**src/rtl/b64url_pkg.sv**
```systemverilog
// ----------------------------------------------------------------------------
// b64url_pkg
// Shared types and character codes for the base64url decoder.
// ----------------------------------------------------------------------------
package b64url_pkg;

    localparam int CHAR_W = 8;
    localparam int SYM_W  = 6;
    localparam int BUF_W  = 8;
    localparam int CNT_W  = 3;

    localparam logic [CHAR_W-1:0] CH_PAD   = 8'h3D; // '='
    localparam logic [CHAR_W-1:0] CH_LF    = 8'h0A;
    localparam logic [CHAR_W-1:0] CH_CR    = 8'h0D;
    localparam logic [CHAR_W-1:0] CH_SPACE = 8'h20;
    localparam logic [CHAR_W-1:0] CH_MINUS = 8'h2D; // '-'
    localparam logic [CHAR_W-1:0] CH_PLUS  = 8'h2B; // '+'
    localparam logic [CHAR_W-1:0] CH_USCORE = 8'h5F; // '_'
    localparam logic [CHAR_W-1:0] CH_SLASH = 8'h2F; // '/'
    localparam logic [CHAR_W-1:0] CH_UPPER_A = 8'h41;
    localparam logic [CHAR_W-1:0] CH_UPPER_Z = 8'h5A;
    localparam logic [CHAR_W-1:0] CH_LOWER_A = 8'h61;
    localparam logic [CHAR_W-1:0] CH_LOWER_Z = 8'h7A;
    localparam logic [CHAR_W-1:0] CH_DIGIT_0 = 8'h30;
    localparam logic [CHAR_W-1:0] CH_DIGIT_9 = 8'h39;

    localparam logic [SYM_W-1:0] SYM_LOWER_BASE = 6'd26;
    localparam logic [SYM_W-1:0] SYM_DIGIT_BASE = 6'd52;
    localparam logic [SYM_W-1:0] SYM_62         = 6'd62;
    localparam logic [SYM_W-1:0] SYM_63         = 6'd63;

    // Classification of one character
    typedef struct packed {
        logic             skip;
        logic             invalid;
        logic [SYM_W-1:0] value;
    } sym_info_t;

endpackage

```
**src/rtl/b64url_sym_decode.sv**
```systemverilog
// ----------------------------------------------------------------------------
// b64url_sym_decode
// Maps one character to its six-bit symbol, or flags it as skipped/invalid.
// ----------------------------------------------------------------------------
module b64url_sym_decode (
    input  logic [b64url_pkg::CHAR_W-1:0] char_in,
    output b64url_pkg::sym_info_t         sym_out
);
    import b64url_pkg::*;

    logic [CHAR_W-1:0] off_upper;
    logic [CHAR_W-1:0] off_lower;
    logic [CHAR_W-1:0] off_digit;

    assign off_upper = char_in - CH_UPPER_A;
    assign off_lower = char_in - CH_LOWER_A;
    assign off_digit = char_in - CH_DIGIT_0;

    always_comb begin
        sym_out = '0;
        if (char_in == CH_PAD || char_in == CH_LF || char_in == CH_CR
                || char_in == CH_SPACE) begin
            sym_out.skip = 1'b1;
        end else if (char_in >= CH_UPPER_A && char_in <= CH_UPPER_Z) begin
            sym_out.value = off_upper[SYM_W-1:0];
        end else if (char_in >= CH_LOWER_A && char_in <= CH_LOWER_Z) begin
            sym_out.value = off_lower[SYM_W-1:0] + SYM_LOWER_BASE;
        end else if (char_in >= CH_DIGIT_0 && char_in <= CH_DIGIT_9) begin
            sym_out.value = off_digit[SYM_W-1:0] + SYM_DIGIT_BASE;
        end else if (char_in == CH_MINUS || char_in == CH_PLUS) begin
            sym_out.value = SYM_62;
        end else if (char_in == CH_USCORE || char_in == CH_SLASH) begin
            sym_out.value = SYM_63;
        end else begin
            sym_out.invalid = 1'b1;
        end
    end

endmodule

```
**src/rtl/base64url_decoder_top.sv**
```systemverilog
// ----------------------------------------------------------------------------
// base64url_decoder_top
// Streaming base64 decoder, URL-safe and standard alphabets, one character
// per request in, one result per request out.
// ----------------------------------------------------------------------------
// Channel | Dir | Signals                        | Contents
// s_      | in  | tvalid tready tdata tlast      | tdata = char_in, tlast = last_char
// m_      | out | tvalid tready tdata tuser tlast| tdata = data_byte,
//         |     |                                | tuser = {decode_error, byte_valid},
//         |     |                                | tlast = string_end
//
// One character is accepted per cycle while s_tready is high; its result is
// captured in the output register. The decoder state updates at acceptance.
// s_tready is high while the output register is empty or being drained, so a
// stall on m_ holds the result and blocks input only while it waits.
// aresetn (synchronous, active low) clears buffer, count, error and m_tvalid.
// ----------------------------------------------------------------------------
module base64url_decoder_top (
    input  logic       aclk,
    input  logic       aresetn,
    input  logic       s_tvalid,
    output logic       s_tready,
    input  logic [7:0] s_tdata,   // [7:0] char_in
    input  logic       s_tlast,   // last_char
    output logic       m_tvalid,
    input  logic       m_tready,
    output logic [7:0] m_tdata,   // [7:0] data_byte
    output logic [1:0] m_tuser,   // [0] byte_valid, [1] decode_error
    output logic       m_tlast    // string_end
);
    import b64url_pkg::*;

    sym_info_t sym;

    logic [BUF_W-1:0] buf_reg,   buf_next;
    logic [CNT_W-1:0] cnt_reg,   cnt_next;
    logic             err_reg,   err_next;

    logic             m_valid_reg;
    logic [7:0]       m_data_reg,  m_data_next;
    logic [1:0]       m_user_reg,  m_user_next;
    logic             m_last_reg;

    logic                   accept;
    logic [BUF_W+SYM_W-1:0] acc;
    logic [CNT_W:0]         cnt_sum;
    logic [CNT_W:0]         cnt_left;
    logic [BUF_W+SYM_W-1:0] acc_shr;
    logic                   byte_valid;

    b64url_sym_decode u_sym (
        .char_in (s_tdata),
        .sym_out (sym)
    );

    assign s_tready = !m_valid_reg || m_tready;
    assign accept   = s_tvalid && s_tready;

    assign acc      = {buf_reg, sym.value};
    assign cnt_sum  = {1'b0, cnt_reg} + (CNT_W+1)'(SYM_W);
    assign cnt_left = cnt_sum - (CNT_W+1)'(8);
    assign acc_shr  = acc >> cnt_left;

    always_comb begin
        buf_next    = buf_reg;
        cnt_next    = cnt_reg;
        err_next    = err_reg;
        byte_valid  = 1'b0;
        m_data_next = '0;
        if (!err_reg) begin
            if (sym.invalid) begin
                err_next = 1'b1;
            end else if (!sym.skip) begin
                buf_next = acc[BUF_W-1:0];
                if (cnt_sum >= (CNT_W+1)'(8)) begin
                    byte_valid  = 1'b1;
                    m_data_next = acc_shr[7:0];
                    cnt_next    = cnt_left[CNT_W-1:0];
                end else begin
                    cnt_next    = cnt_sum[CNT_W-1:0];
                end
            end
        end
        m_user_next = {err_next, byte_valid};
    end

    always_ff @(posedge aclk) begin
        if (!aresetn) begin
            buf_reg     <= '0;
            cnt_reg     <= '0;
            err_reg     <= 1'b0;
            m_valid_reg <= 1'b0;
        end else begin
            if (accept) begin
                // drop leftover bits and the error at the end of a string
                if (s_tlast) begin
                    buf_reg <= '0;
                    cnt_reg <= '0;
                    err_reg <= 1'b0;
                end else begin
                    buf_reg <= buf_next;
                    cnt_reg <= cnt_next;
                    err_reg <= err_next;
                end
                m_valid_reg <= 1'b1;
            end else if (m_tready) begin
                m_valid_reg <= 1'b0;
            end
        end
    end

    always_ff @(posedge aclk) begin
        if (accept) begin
            m_data_reg <= m_data_next;
            m_user_reg <= m_user_next;
            m_last_reg <= s_tlast;
        end
    end

    assign m_tvalid = m_valid_reg;
    assign m_tdata  = m_data_reg;
    assign m_tuser  = m_user_reg;
    assign m_tlast  = m_last_reg;

endmodule

```
**config.mk**
```make
export PLATFORM = sky130hd
export DESIGN_NAME = base64url_decoder_top
export DESIGN_NICKNAME = d
export VERILOG_FILES = /design/src/rtl/b64url_pkg.sv /design/src/rtl/b64url_sym_decode.sv /design/src/rtl/base64url_decoder_top.sv
export SDC_FILE = /design/constraint.sdc
export NUM_CORES = 1
export LEC_CHECK = 0
export BUFFER_PORTS_ARGS = -buffer_cell sky130_fd_sc_hd__buf_4
export CORE_MARGIN = 1.5
export CORE_UTILIZATION = 30
export DETAILED_ROUTE_END_ITERATION = 7
export GPL_ROUTABILITY_DRIVEN = 0
export PLACE_DENSITY = 0.52
export SYNTH_ARGS = -nofsm -noshare
export SYNTH_HDL_FRONTEND = slang
export SYNTH_HIERARCHICAL = 1
export SYNTH_SLANG_ARGS = --single-unit
```
**constraint.sdc**
```tcl
create_clock -name aclk -period 5 [get_ports aclk]
set_input_delay 1.25 -clock aclk [delete_from_list [all_inputs] [get_ports aclk]]
set_output_delay 1.25 -clock aclk [all_outputs]
set_load 0.02 [all_outputs]
```
== After elaboration in Yosys (flattened, before gate mapping) ==
Index checks and enable logic that the tools add are counted.
Widths: inputs -> output; s select.
Storage, ports and cells
  flip-flop bits (word level): 24
  input port bits: 13
  output and inout port bits: 13
  logic and storage cells: 77
Cells by class
  add/subtract/negate cells: 7
  $lt $le $gt $ge: 7
  equal/unequal tests: 11
  shifts and indexed selects: 1
  mux-type cells: 27
  bitwise operators: 1
  reduce and logical (&&, ||, !) cells: 15
Operator list (count)
  $eq 8x6->1 const B: 5
  $mux 8: 4
  $mux 6: 5
  $eq 8x4->1 const B: 2
  $ge 8x7->1 const B: 2
  $le 8x7->1 const B: 2
  $mux 3: 5
  $shr 14x4->8: 1
  $mux 1: 12
  $sub 6x6->6 const B: 2
  $eq 8x7->1 const B: 1
  $ge 8x6->1 const B: 1
  $le 8x6->1 const B: 1
  $mux 7: 1
  $add 6x5->6 const B: 1
  $add 6x6->6 const B: 1
  $logic_or 1x1->1: 6
  $ne 2x2->1 const B: 3
  $sub 6x1->6 const B: 1
  $add 3x3->4 const B: 1
  $ge 4x4->1 const B: 1
  $logic_and 1x1->1: 4
  $reduce_and 4->1: 1
  $reduce_or 4->1: 1
  5 further kinds: 5

== Depth between registers and ports, before layout ==
Gate-level depths: netlist (run 1).
  word-level depth: 12
  mapped depth: 12

== Modules after synthesis ==
The synthesis (run 1) kept the hierarchy.
Modules (own cells, without submodules)
  base64url_decoder_top: times used 1, cells each 116, area an instance 1270.0 sq um, sequential area each 570.5 sq um
  b64url_sym_decode: times used 1, cells each 89, area an instance 671.9 sq um, sequential area each 0.0 sq um

== Worst setup path after synthesis (run 1) ==
No wires, ideal clock.
  kind: input port to flip-flop
  start: input port s_tdata[2]
  end: register m_data_reg[0] (netlist: m_tdata[0]) (data pin)
  library setup time: 0.255 ns
  arrival: 3.553 ns
  required time: 4.745 ns
  path slack: 1.193 ns
  cell stages on the path: 11
  buffers on the path: 1
  path through: buf_6 > inv_1 > ha_1 > a21oi_2 > nor2_1 > a2111oi_4 > or2_2 > a221oi_1 > mux2_1 > mux4_2 > and2_1
On the way
  word-level cells in the longest chain between the ends: 9
Ends and longest elaborated chain
  start, declared: RTL line base64url_decoder_top.sv:23  | input logic [7:0] s_tdata,
  parallel branches: the longest is 9 deep, another holds $sub 6x6->6
  end signal, assigned: RTL line base64url_decoder_top.sv:114  | m_data_reg <= m_data_next;
  end, declared: RTL line base64url_decoder_top.sv:40  | logic [7:0] m_data_reg, m_data_next;
Several ways; the timed one is not identified.
A chain may end at the register's enable or synchronous reset.

== Worst setup path after layout (run 1) ==
  start: input port s_tdata[0]
  end: register m_data_reg[0] (netlist: m_tdata[0]) (data pin)
The elaborated chain is that of the path after synthesis.

==> flow_summary.toml, run 1 <==
[floorplan]
die_area_um2 = 6960
io_pins = 26
die_height_um = 83.5
chipWidth_um = 83.5
rows = 29
start_util_pct = 30.8
coreArea_um2 = 6310

[place]
numPortBuffers = 25
dp_hpwl_mm = 3.20
placedCellCount = 294
placed_area_um2 = 2140

[layout]
area_delta_synth_final_pct = 12.5
final_area_um2 = 2180
diodes = 0
final.fill_count = 679
drive_gt1_share_pct = 24.4
multi_input_area_um2 = 1230
final_cells = 298
fin_nets = 246
final-seq-area_um2 = 571

[synth]
yosysTopAreaCellShare_pct = 17.0
synthTopCellsByArea = "edfxtp_1, dfxtp_1, ha_1"
yosysWarnings = 6
syn_nets = 229
synthCells = 205
syn_area_um2 = 1940
yosysTopAreaCell = "edfxtp_1"
ys_seq_area_share_pct = 29.4
syn_area_per_cell_um2 = 9.47
synth_cell_types = 48
synth.ff_latch_count = 23

[sta]
finalHoldViolCount = 0
period_share_pct = 78.7
tns_ns = 0
whs_ns = 0.461
maxSlewViolCount = 0
grt_setup_unrepaired = "false"
slew_headroom_pct = 58.9
tightest_slew_ns = 0.617
fin_skew_ns = 0.00314
setup_viol = 0
max_freq_ghz = 0.254
period_needed_ns = 3.94

[detailed_routing]
remaining_drc_errors = 0
routedWlPerCell_um = 14.0
drt-total-wl_mm = 4.18
vias_per_cell = 5.14
firstDrtPassIters = 4
drt.antenna.violating_nets = 0
num_vias = 1533
drtIter0Drc = 59

[clocking]
post_cts_buffers = 0
clock_path_buffers = 2
cts_hold_buf = 0
numCtsBuffers = 3
cts_resized = 0
htreeDepth = 1
insertion_delay_ns = 0.26
cts_sinks = 23
path_clk_slew_ns = 0.08
cts-root-buf = "clkbuf_8"
cts_tree = "yes"

[power_and_ir_drop]
total_leakage_power_nw = 0.841
power.density_nw_per_um2 = 204
ir_drop_v = 0.0000964
p_total_mw = 0.446

[setup_path]
crit_chain = "buf_4 -> inv_1 -> ha_1 -> nor2b_1 -> o211a_4 -> nor4_4 -> or2_2 -> a221oi_1 -> mux2_1 -> mux4_2 -> and2_1"
critPathMaxStageDelay_ns = 0.53
reg2reg_depth = 5
cp_num_cells = 11
crit_arrival_ns = 3.96
critPathLaunchType = "input port"
cp_num_buf_inv = 2
cp_data_required_time_ns = 5.03
cp_max_fo = 12
crit_type = "in -> reg"
critPathCaptureType = "flop"
crit_slowest_cell = "nor4_4"
cpLargestDelayFamily = "simple AND/OR/NAND/NOR gates"

[flow_run]
cap_violations = 0

[grt]
track_usage_pct = 12.5
overflow = 0
first_global_vias = 1497
grt_first_pass_wirelength_mm = 7.31
antenna_found_initial = 0
grt_max_degree = 20

[hold_path]
hold_path.class = "reg -> reg"
whs_path_depth = 2

[status]
status = "finished, final reports clean"
## Yosys cell counts (all sizes together)
library cell,number
a2111oi,2
a211o,1
a211oi,3
a21oi,13
a221oi,6
a22oi,3
a2bb2oi,1
a31oi,1
a32oi,2
and2,5
and2b,1
buf,8
clkbuf,6
dfxtp,12
edfxtp,11
ha,11
inv,12
mux2,11
mux2i,11
mux4,2
nand2,19
nand2b,3
nand3,4
nand3b,9
nand4,3
nor2,7
nor2b,3
nor3,7
nor4,3
o211a,1
o211ai,1
o21ai,8
or2,3
or3,2
or3b,1
or4,1
xnor2,6
xor2,2
## worst register-to-register path: cells and delay by family (launching register included)
family | cells | cell delay [ns]
fa+ha+maj | 1 | 0.73
simple gates | 1 | 0.17
flops | 1 | 0.64
mux | 2 | 0.83
buf+inv | 1 | 0.18
## area by class of cell
cell class                      count  area share [%]
Clock inverter                      1           0.229
Tap cell                           77            4.41
Timing Repair Buffer               26            8.93
Clock buffer                        3            1.89
Inverter                           12            2.06
Sequential cell                    23            26.1
Multi-Input combinational cell    156            56.4
## where the power goes
| part | switching [mW] | internal, mW |
|---|---|---|
| clock | 0.0589 | 0.0556 |
| sequential | 0.00538 | 0.205 |
| combinational | 0.0693 | 0.0521 |
## through the flow
step                      util (%)  setup slack (ns)
after floorplan                  -              1.19
after global placement        33.9             0.757
after detailed placement      33.9             0.765
after CTS                     34.6              1.06
after global routing          34.6             0.855
final                         34.6              1.06
## cell families (layout without fill, tap and decap cells)
group,Yosys count,count (layout),share of synthesized area (%)
and+or+nand+nor,71,71,20.7
AOI/OAI and AO/OA,42,42,16.8
buffers and inverters,26,42,7.22
muxes,24,24,15.1
DFF,23,23,29.4
adders and majority gates,11,11,7.09
xor gates and xnor gates,8,8,3.61
## cell usage in the layout, fill, tap and decap left out, types with 3 or more instances in the layout
| cell | n |
|---|---|
| mux2_2 | 5 |
| buf_4 | 26 |
| mux2_4 | 4 |
| nand2_1 | 19 |
| inv_1 | 12 |
| nor3_1 | 6 |
| a22oi_1 | 3 |
| nor2b_1 | 3 |
| clkbuf_8 | 3 |
| nand2b_1 | 3 |
| nor2_1 | 7 |
| a221oi_1 | 6 |
| xnor2_1 | 6 |
| nand3b_1 | 9 |
| edfxtp_1 | 11 |
| nand3_1 | 4 |
| nand4_1 | 3 |
| dfxtp_1 | 12 |
| a21oi_1 | 12 |
| or2_2 | 3 |
| ha_1 | 11 |
| o21ai_0 | 7 |
| and2_1 | 5 |
| mux2i_1 | 11 |
## path summary, 6_finish.rpt
kind                                         startpoint                        to  slack (ns)
worst max register to register  cnt_reg[1]$_SDFFE_PN0P_  m_tdata[0]$_SDFFCE_PP0P_        2.21
worst max-delay path                         s_tdata[0]  m_tdata[0]$_SDFFCE_PP0P_        1.06
worst min register to register  cnt_reg[2]$_SDFFE_PN0P_   cnt_reg[2]$_SDFFE_PN0P_        0.46
worst min-delay path            cnt_reg[2]$_SDFFE_PN0P_   cnt_reg[2]$_SDFFE_PN0P_        0.46
## per-layer routing
layer	GRT usage, %	wire length (um)	vias up
li1	-	-	777
met1	17.1	2090	729
met2	20.8	1960	23
met3	1.38	98	4
met4	3.58	41	0
met5	0	0	-
Note: power is estimated with default switching activity, not from simulation.
==> inputs of run 2 (changes only) <==
clock period = 4 ns   (was 5 ns; I/O delays follow)
==> flow_summary.toml, run 2 (synthesized netlist as in run 1, its figures left out) <==
[clocking]
cts_resized = 0
cts_tree = "yes"
path_clk_slew_ns = 0.08
cts_hold_buf = 0
clock_path_buffers = 2
numCtsBuffers = 3
cts-root-buf = "clkbuf_8"
post_cts_buffers = 0
insertion_delay_ns = 0.26
cts_sinks = 23
htreeDepth = 1

[floorplan]
die_height_um = 83.5
io_pins = 26
rows = 29
die_area_um2 = 6960
chipWidth_um = 83.5
start_util_pct = 30.8
coreArea_um2 = 6310

[power_and_ir_drop]
power_frac_seq_pct = 46.8
p_comb_share_pct = 27.1
swShare_pct = 30.1
switching_power_mw = 0.169
total_leakage_power_nw = 0.838
power.density_nw_per_um2 = 257
internal_power_mw = 0.392
p_total_mw = 0.562
p_clk_share_pct = 26.0
ir_drop_v = 0.000133

[sta]
period_needed_ns = 3.70
finalHoldViolCount = 0
fin_skew_ns = 0.00194
max_freq_ghz = 0.271
period_share_pct = 92.4
setup_viol = 0
slew_headroom_pct = 57.9
grt_setup_unrepaired = "false"
tightest_slew_ns = 0.631
maxSlewViolCount = 0
tns_ns = 0
whs_ns = 0.472

[hold_path]
hold_path.class = "reg -> reg"
whs_endpoint = "cnt_reg[2]$_SDFFE_PN0P_"
worstHoldStart = "cnt_reg[2]$_SDFFE_PN0P_"
whs_path_depth = 2

[setup_path]
r2r-end = "m_tdata[0]$_SDFFCE_PP0P_"
cp_data_required_time_ns = 4.03
critPathCaptureType = "flop"
reg2reg_slack_ns = 1.17
crit_start = "s_tdata[0]"
r2r-start = "cnt_reg[1]$_SDFFE_PN0P_"
crit_arrival_ns = 3.72
reg2reg_depth = 5
cp_max_fo = 12
crit_type = "in -> reg"
critPathLaunchType = "input port"

[layout]
diodes = 0
final_common_cell = "buf_4"
area_delta_synth_final_pct = 12.4
fin_nets = 246
layout_common_cells = "buf_4, nand2_1, inv_1, a21oi_1, dfxtp_1"
final_cells = 298
drive_gt1_share_pct = 24.0

[grt]
track_usage_pct = 12.4
grt_first_pass_wirelength_mm = 7.22
antenna_found_initial = 0
overflow = 0
grt_max_degree = 20
first_global_vias = 1489

[detailed_routing]
vias_per_cell = 5.28
num_vias = 1572
routedWlPerCell_um = 14.3
drt-total-wl_mm = 4.27
remaining_drc_errors = 0
firstDrtPassIters = 4
drt.antenna.violating_nets = 0
drtIter0Drc = 74

[flow_run]
cap_violations = 0

[place]
dp_hpwl_mm = 3.21
placedCellCount = 294
numPortBuffers = 25

[status]
status = "finished, final reports clean"
-- run 2: power by group through the flow --
| stage | Sequential [mW] | Combinational (mW) | Clock (mW) |
|---|---|---|---|
| 2_1_floorplan | 0.274 | 0.108 | 0 |
| 3_3_place_gp | 0.268 | 0.153 | 0 |
| 3_5_place_dp | 0.268 | 0.153 | 0 |
| 4_1_cts | 0.263 | 0.153 | 0.151 |
| 5_1_grt | 0.265 | 0.166 | 0.158 |
| 6_report | 0.263 | 0.153 | 0.146 |
-- run 2: metrics by stage --
stage                     util [%]  setup WS (ns)  cell area [um^2]
after floorplan                  -          0.443              1940
after global placement        33.9        0.00693              2140
after detailed placement      33.9         0.0124              2140
after CTS                     34.6          0.293              2180
after global routing          34.6          0.127              2180
final                         34.6          0.304              2180
-- run 2: final cells by class --
| type | instances | area [um^2] |
|---|---|---|
| Multi-Input combinational cell | 156 | 1230 |
| Clock buffer | 4 | 45.0 |
| Fill cell | 662 | 4130 |
| Sequential cell | 23 | 571 |
| Timing Repair Buffer | 26 | 195 |
| Tap cell | 77 | 96.3 |
| Inverter | 12 | 45.0 |
-- run 2: metal layers --
metal  global-route usage (%)  vias up  wire, um
met5                        0        -         0
met4                     3.13        0        34
met3                     1.38        4       112
met2                     20.4       27      1970
met1                     17.4      763      2150
li1                         -      778         -
-- run 2: worst max-delay path, cell delays in order --
cell and delay (ns):
buf_4 0.14, inv_1 0.07, ha_1 0.26, nor2b_1 0.16, o211a_4 0.26, nor4_4 0.53, or2_2 0.23, a221oi_1 0.10
mux2_1 0.33, mux4_2 0.47, and2_1 0.17
-- run 2: worst max path at each step --
| stage | end | slack (ns) | cells past startpoint |
|---|---|---|---|
| global route | m_tdata[7]$_SDFFCE_PP0P_ | 0.13 | 10 |
| finish | m_tdata[0]$_SDFFCE_PP0P_ | 0.30 | 11 |
| CTS | m_tdata[0]$_SDFFCE_PP0P_ | 0.29 | 11 |
| global placement | m_tdata[0]$_SDFFCE_PP0P_ | 0.007 | 11 |
| detailed placement | m_tdata[0]$_SDFFCE_PP0P_ | 0.01 | 11 |
| floorplan | m_tdata[0]$_SDFFCE_PP0P_ | 0.44 | 11 |
